`config.mk`:
```
export PLATFORM = sky130hd
export DESIGN_NAME = csmc_mod
export DESIGN_NICKNAME = d
export VERILOG_FILES = /design/src/rtl/csmc_pkg.sv /design/src/rtl/csmc_mod.sv
export SDC_FILE = /design/constraint.sdc
export NUM_CORES = 1
export LEC_CHECK = 0
export BUFFER_PORTS_ARGS = -buffer_cell sky130_fd_sc_hd__clkbuf_2
export CAP_MARGIN = 20
export CORE_MARGIN = 1
export CORE_UTILIZATION = 50
export DETAILED_ROUTE_END_ITERATION = 8
export PLACE_DENSITY = 0.8
export SETUP_SLACK_MARGIN = 0.05
export SYNTH_ARGS = -nofsm -noshare
export SYNTH_HDL_FRONTEND = slang
export SYNTH_SLANG_ARGS = --single-unit
```
`constraint.sdc`:
```
create_clock -name i_clk -period 4.55 [get_ports i_clk]
set_clock_uncertainty 0.05 [all_clocks]
set_input_delay 0.2275 -clock i_clk [delete_from_list [all_inputs] [get_ports i_clk]]
set_output_delay 0.2275 -clock i_clk [all_outputs]
set_load 0.01 [all_outputs]
```
`src/rtl/csmc_pkg.sv`:
```
// ----------------------------------------------------------------------------
// csmc_pkg
// Shared widths, codes and state type of the circular shift match counter.
// ----------------------------------------------------------------------------
package csmc_pkg;

    localparam int DATA_W  = 8;
    localparam int SHIFT_W = 13;
    localparam int COUNT_W = 13;

    localparam logic FUNC_LOAD  = 1'b0;
    localparam logic FUNC_QUERY = 1'b1;

    typedef enum logic [3:0] {
        ST_IDLE = 4'b0001,
        ST_DIV  = 4'b0010,
        ST_SCAN = 4'b0100,
        ST_DONE = 4'b1000
    } t_state;

    typedef logic [DATA_W-1:0]  t_byte;
    typedef logic [SHIFT_W-1:0] t_shift;

endpackage

```
`src/rtl/csmc_mod.sv`:
```
// ----------------------------------------------------------------------------
// csmc_mod
// Restoring remainder unit: shift modulo block length, one bit per cycle.
// ----------------------------------------------------------------------------
module csmc_mod #(
    parameter int LW = 13,
    parameter int AW = 12
) (
    input  logic               i_clk,
    input  logic               i_rst_n,
    input  logic               i_start,
    input  csmc_pkg::t_shift   i_dividend,
    input  logic [LW-1:0]      i_divisor,
    output logic               o_done,
    output logic [AW-1:0]      o_rem
);

    localparam int CNT_W = $clog2(csmc_pkg::SHIFT_W + 1);

    logic                r_busy;
    logic                r_done;
    logic [CNT_W-1:0]    r_cnt;
    csmc_pkg::t_shift    r_dvd;
    logic [LW-1:0]       r_dvs;
    logic [LW-1:0]       r_rem;
    logic [LW:0]         trial;
    logic [LW:0]         n_rem;

    always_comb begin
        trial = {r_rem, r_dvd[csmc_pkg::SHIFT_W-1]};
        if (trial >= {1'b0, r_dvs}) begin
            n_rem = trial - {1'b0, r_dvs};
        end else begin
            n_rem = trial;
        end
    end

    always_ff @(posedge i_clk) begin
        if (!i_rst_n) begin
            r_busy <= 1'b0;
            r_done <= 1'b0;
            r_cnt  <= '0;
        end else begin
            r_done <= 1'b0;
            if (i_start) begin
                r_busy <= 1'b1;
                r_cnt  <= CNT_W'(csmc_pkg::SHIFT_W);
            end else if (r_busy) begin
                r_cnt <= r_cnt - CNT_W'(1);
                if (r_cnt == CNT_W'(1)) begin
                    r_busy <= 1'b0;
                    r_done <= 1'b1;
                end
            end
        end
    end

    always_ff @(posedge i_clk) begin
        if (i_start) begin
            r_dvd <= i_dividend;
            r_dvs <= i_divisor;
            r_rem <= '0;
        end else if (r_busy) begin
            r_dvd <= {r_dvd[csmc_pkg::SHIFT_W-2:0], 1'b0};
            r_rem <= n_rem[LW-1:0];
        end
    end

    assign o_done = r_done;
    assign o_rem  = r_rem[AW-1:0];

endmodule

```
== Yosys cells after proc, flatten, opt, wreduce, memory -nomap -nowiden ==
Index checks and enable logic that the tools add are counted.

* Reductions and logical operators: 3
* Bitwise logic cells: 2
* Mux-type cells: 9
* Eq/ne operators: 1
* Add/subtract/negate cells: 2
* $lt $le $gt $ge: 1

{| class="wikitable"
|+ Operator list
! cell !! number
|-
| 13-bit two-way mux || 3
|-
| 14-bit by 13-bit greater-or-equal comparator with 1-bit output || 1
|-
| 13-bit subtractor || 1
|-
| 4-bit two-way mux || 2
|-
| 4-bit by 1-bit == test with 1-bit output (second input constant) || 1
|-
| 1-bit two-way mux || 4
|-
| 4-bit by 1-bit subtractor with 4-bit output (second input constant) || 1
|-
| 3-bit OR reduction || 1
|-
| 1-bit NOT || 2
|-
| 2-bit nonzero test || 1
|-
| 2-bit OR reduction || 1
|}

* Logic and storage cells: 25
* Output and inout port bits: 13
* Bits in registers: 45
* Input port bits: 29

== Depth between registers and ports, before layout ==
* Word-level depth: 4
* Depth in mapped cells: 10
* Gate-level depth less buffers: 9

== Worst setup path before layout ==
Ideal clock, no wire load.

* Kind: register to register
* Start: register r_dvd[12]
* End: register r_rem[3]
* Library setup time: 0.091 ns
* Arrival: 2.445 ns
* Cell stages (with the launch flop): 10
* Required time: 4.409 ns
* Path slack: 1.964 ns
* Buffers on the path: 0
* Clock period less this slack: 2.586 ns
* Cell sequence: edfxtp_1 inv_1 ha_1 fa_1 a21bo_2 a21oi_1 or3b_4 a31o_4 or3_1 a311oi_1

* Longest elaborated chain between the ends: 2
* Elaborated cells between the ends (all ways): 3
* Those cells by class: add/sub (1); order compare (1); mux (1)

{| class="wikitable"
|+ Ends and longest elaborated chain
! what !! line !! source
|-
| start, declared || csmc_mod.sv:23 || <nowiki>csmc_pkg::t_shift r_dvd;</nowiki>
|-
| start signal, assigned || csmc_mod.sv:60 || <nowiki>r_dvd <= i_dividend;</nowiki>
|-
| start signal, assigned || csmc_mod.sv:64 || <nowiki>r_dvd <= {r_dvd[csmc_pkg::SHIFT_W-2:0], 1'b0};</nowiki>
|-
| 13-bit subtractor or 14-bit by 13-bit greater-or-equal comparator with 1-bit output (tied branches) || csmc_mod.sv:32, csmc_mod.sv:31 ||
|-
| 13-bit two-way mux (*) || csmc_mod.sv:31 || <nowiki>if (trial >= {1'b0, r_dvs}) begin</nowiki>
|-
| end signal, assigned || csmc_mod.sv:65 || <nowiki>r_rem <= n_rem[LW-1:0];</nowiki>
|-
| end, declared || csmc_mod.sv:25 || <nowiki>logic [LW-1:0] r_rem;</nowiki>
|}

Mark *: on every way between the ends. The rest lies on a longest branch, timed or not.
A chain may end at the register's enable or synchronous reset.

== Final worst setup path ==
* Start: register r_dvd[12]
* End: register r_rem[10]

Same word-level chain as after synthesis.

==> flow_metrics.py <==
metrics = {
    "placement": {
        "dp_slack_ps": 1760,
        "placed_cell_area_mm2": 0.00279,
        "io_buffers": 41,
        "hpwl_um": 3650,
        "place_congestion": 0.853,
    },
    "sta": {
        "setup_viol": 0,
        "tightestPinTransition_ps": 887,
        "period_needed_ps": 2870,
        "fin_crit_sh_pct": 63.2,
        "fmax_ghz": 0.348,
        "hold_viol": 0,
        "worst_slack_ps": 1680,
        "max_slew_margin_pct": 40.8,
        "finalMaxSlewViolations": 0,
        "rsz0062_at_grt": "no",
        "tns_ps": 0,
    },
    "clocking": {
        "cts_buffers": 5,
        "clock_latency_ps": 320,
        "cts_setup_buffers": 0,
        "ctsHtreeMaxLevel": 2,
        "hold_buffers": 0,
        "clkTransAtPathRegs_ps": 100,
        "cts_buffer_depth": 2,
        "cts_tree": "yes",
        "cts-root-buf": "clkbuf_8",
        "clkSinkCount": 45,
        "cts_resized": 0,
    },
    "logic_synthesis": {
        "syn-num-nets": 301,
        "synth-edff-count": 26,
        "avgSynthCellArea_um2": 10.3,
        "ys_ff_latch": 45,
        "synth_seq_area_share_pct": 44.1,
        "synthCells": 256,
        "async_reset_ff_share_pct": 0,
        "ys_warn_count": 0,
        "synth_ff_type": "edfxtp_1",
        "synthDistinctLibCells": 53,
        "syn-cell-area_mm2": 0.00264,
    },
    "global_route": {
        "antenna_found_initial": 0,
        "grt_first_pass_wirelength_um": 8600,
        "grt_max_degree": 42,
        "grt_overflow_total": 0,
        "grt_usage_pct": 21.1,
        "grt_pass1_vias": 1824,
    },
    "pwr": {
        "p_leak_uw": 0.00126,
        "switching_power_uw": 302,
        "p_per_area_mw_per_mm2": 350,
        "pwr-share-seq_pct": 48.6,
        "pwr-share-comb_pct": 21.8,
        "clock_power_share_pct": 29.6,
        "sw_frac_of_total_pct": 29.7,
        "p_int_uw": 714,
        "peakVddDrop_v": 0.000174,
    },
    "worst_setup_path": {
        "crit_slowest_cell": "a31oi_2",
        "cpPeakStageDelay_ps": 470,
        "crit_path_end": "r_rem[10]$_SDFFE_PP0P_",
        "crit_path_start": "r_dvd[12]$_DFFE_PP_",
        "critPathArrivalTime_ps": 3030,
        "timing.rr.end": "r_rem[10]$_SDFFE_PP0P_",
        "r2r_cells": 9,
        "reg2reg_slack_ps": 1680,
        "cp.required_ps": 4710,
        "critical_path_class": "flip-flop to flip-flop",
        "rr_startpoint": "r_dvd[12]$_DFFE_PP_",
        "cp-start-kind": "flip-flop",
        "endpoint_kind": "flip-flop",
        "crit_buf_inv": 1,
        "crit_chain": "inv_1 > ha_1 > fa_1 > a21bo_2 > a21oi_1 > or3b_4 > a31oi_2 > nand3_1 > a311oi_1",
        "crit_family": "compound AO/OA/AOI/OAI gates",
        "crit_fanout": 8,
        "cp.depth": 9,
    },
    "routing": {
        "vias": 1943,
        "drt_iter0_markers": 90,
        "detail-route-antenna-nets": 0,
        "routed_wl_um": 5180,
        "drtPass1Iterations": 4,
        "vias_per_cell": 5.52,
        "detail_route.wl_per_cell_um": 14.7,
        "drc_errors": 0,
    },
    "floorplan": {
        "initial_core_util_pct": 51.9,
        "die_w_um": 74.6,
        "core_mm2": 0.00507,
        "io_pins": 42,
        "die_area_mm2": 0.00556,
        "die_h_um": 74.6,
        "rows": 26,
    },
    "finish": {
        "syn2layout_area_growth_pct": 10.2,
        "finalInstanceArea_mm2": 0.00290,
        "finalNetCount": 326,
        "drive_gt1_share_pct": 23.8,
        "most-common-layout-cells": "clkbuf_2 (41), edfxtp_1 (26), inv_1 (20)",
        "n_antenna_cell": 0,
        "fillers": 453,
        "final_common_cell": "clkbuf_2",
    },
    "job": {
        "drv_cap": 0,
    },
    "run_status": {
        "outcome": "finished clean",
    },
    "min_path": {
        "worstHoldPathType": "input port to flip-flop",
    },
}
-- cell type report --
cell class | count | area [um2] | area share [%]
clock inverters | 2 | 20.0 | 0.689
repair buffers | 42 | 213 | 7.32
multi-input cells | 167 | 1250 | 43.2
flip-flops and latches | 45 | 1160 | 40.0
well taps | 70 | 87.6 | 3.02
clock buffers | 6 | 93.8 | 3.23
inverters | 20 | 75.1 | 2.59
-- through the flow --
step           instances  utilization (%)  total power [uW]  hold slack [ps]
2_1_floorplan        256                -               672              276
3_3_place_gp         344             55.0               713              354
3_5_place_dp         344             55.0               720              356
4_1_cts              352             57.2              1020             30.6
5_1_grt              352             57.2              1070             15.7
6_report             352             57.2              1020             27.7
-- how the worst min path moves through the flow --
stage / startpoint / endpoint / cells after the start
4_1_cts: i_divisor[12] / r_dvs[12]$_DFFE_PP_ / 1
3_3_place_gp: i_divisor[6] / r_dvs[6]$_DFFE_PP_ / 1
6_report: i_divisor[12] / r_dvs[12]$_DFFE_PP_ / 1
3_5_place_dp: i_divisor[12] / r_dvs[12]$_DFFE_PP_ / 1
5_1_grt: i_divisor[4] / r_dvs[4]$_DFFE_PP_ / 1
2_1_floorplan: i_divisor[0] / r_dvs[0]$_DFFE_PP_ / 0
-- metal layers --
| layer | wire [um] | GRT usage, % | up-vias |
|---|---|---|---|
| li1 | - | - | 981 |
| met1 | 2390 | 27.2 | 902 |
| met2 | 2440 | 33.4 | 48 |
| met3 | 225 | 5.56 | 12 |
| met4 | 127 | 9.01 | 0 |
| met5 | 0 | 0 | - |
-- power by group through the flow --
stage | logic, uW | registers [uW] | clock network, uW
after floorplan | 181 | 491 | 0
after global placement | 212 | 501 | 0
after detailed placement | 217 | 502 | 0
after CTS | 220 | 494 | 302
after global routing | 248 | 498 | 322
final | 221 | 494 | 301
-- cell families (layout without fill, tap and decap cells) --
group | after synthesis | count (layout) | synth area share [%]
AO/OA/AOI/OAI | 62 | 62 | 17.8
buffers and inverters | 44 | 70 | 8.36
multiplexers | 16 | 16 | 6.65
AND/OR/NAND/NOR | 64 | 64 | 12.3
adder cells (fa/ha/maj) | 16 | 16 | 7.88
XOR/XNOR | 9 | 9 | 2.99
flip-flops | 45 | 45 | 44.1
-- worst register-to-register path: stages (launching register included) --
cell and delay, ps:
edfxtp_1 340, inv_1 60, ha_1 220, fa_1 420
a21bo_2 210, a21oi_1 60, or3b_4 410, a31oi_2 470
nand3_1 150, a311oi_1 370
-- synth_stat cells, drive strengths merged (4+ instances only) --
master	n	area share, %
a311oi	5	1.7
o21ai	10	1.9
xor2	4	1.3
edfxtp	26	30
nand2	16	2.3
xnor2	5	1.7
buf	17	4.5
clkbuf	7	1.0
inv	20	2.8
ha	15	7.1
a21o	5	1.4
o31ai	4	1.1
a21oi	9	1.7
mux2i	4	1.5
nor3	4	0.76
o21a	4	1.1
mux2	12	5.1
nor2	18	2.6
dfxtp	19	14
nand3	4	0.76
-- registers in the layout, summed over array words and instances (netlist names) --
| register | cells |
|---|---|
| r_dvs | 13 |
| r_rem | 13 |
| r_cnt | 4 |
| o_done | 1 |
| r_busy | 1 |
| r_dvd | 13 |
Power figures use the tool's default switching activity.
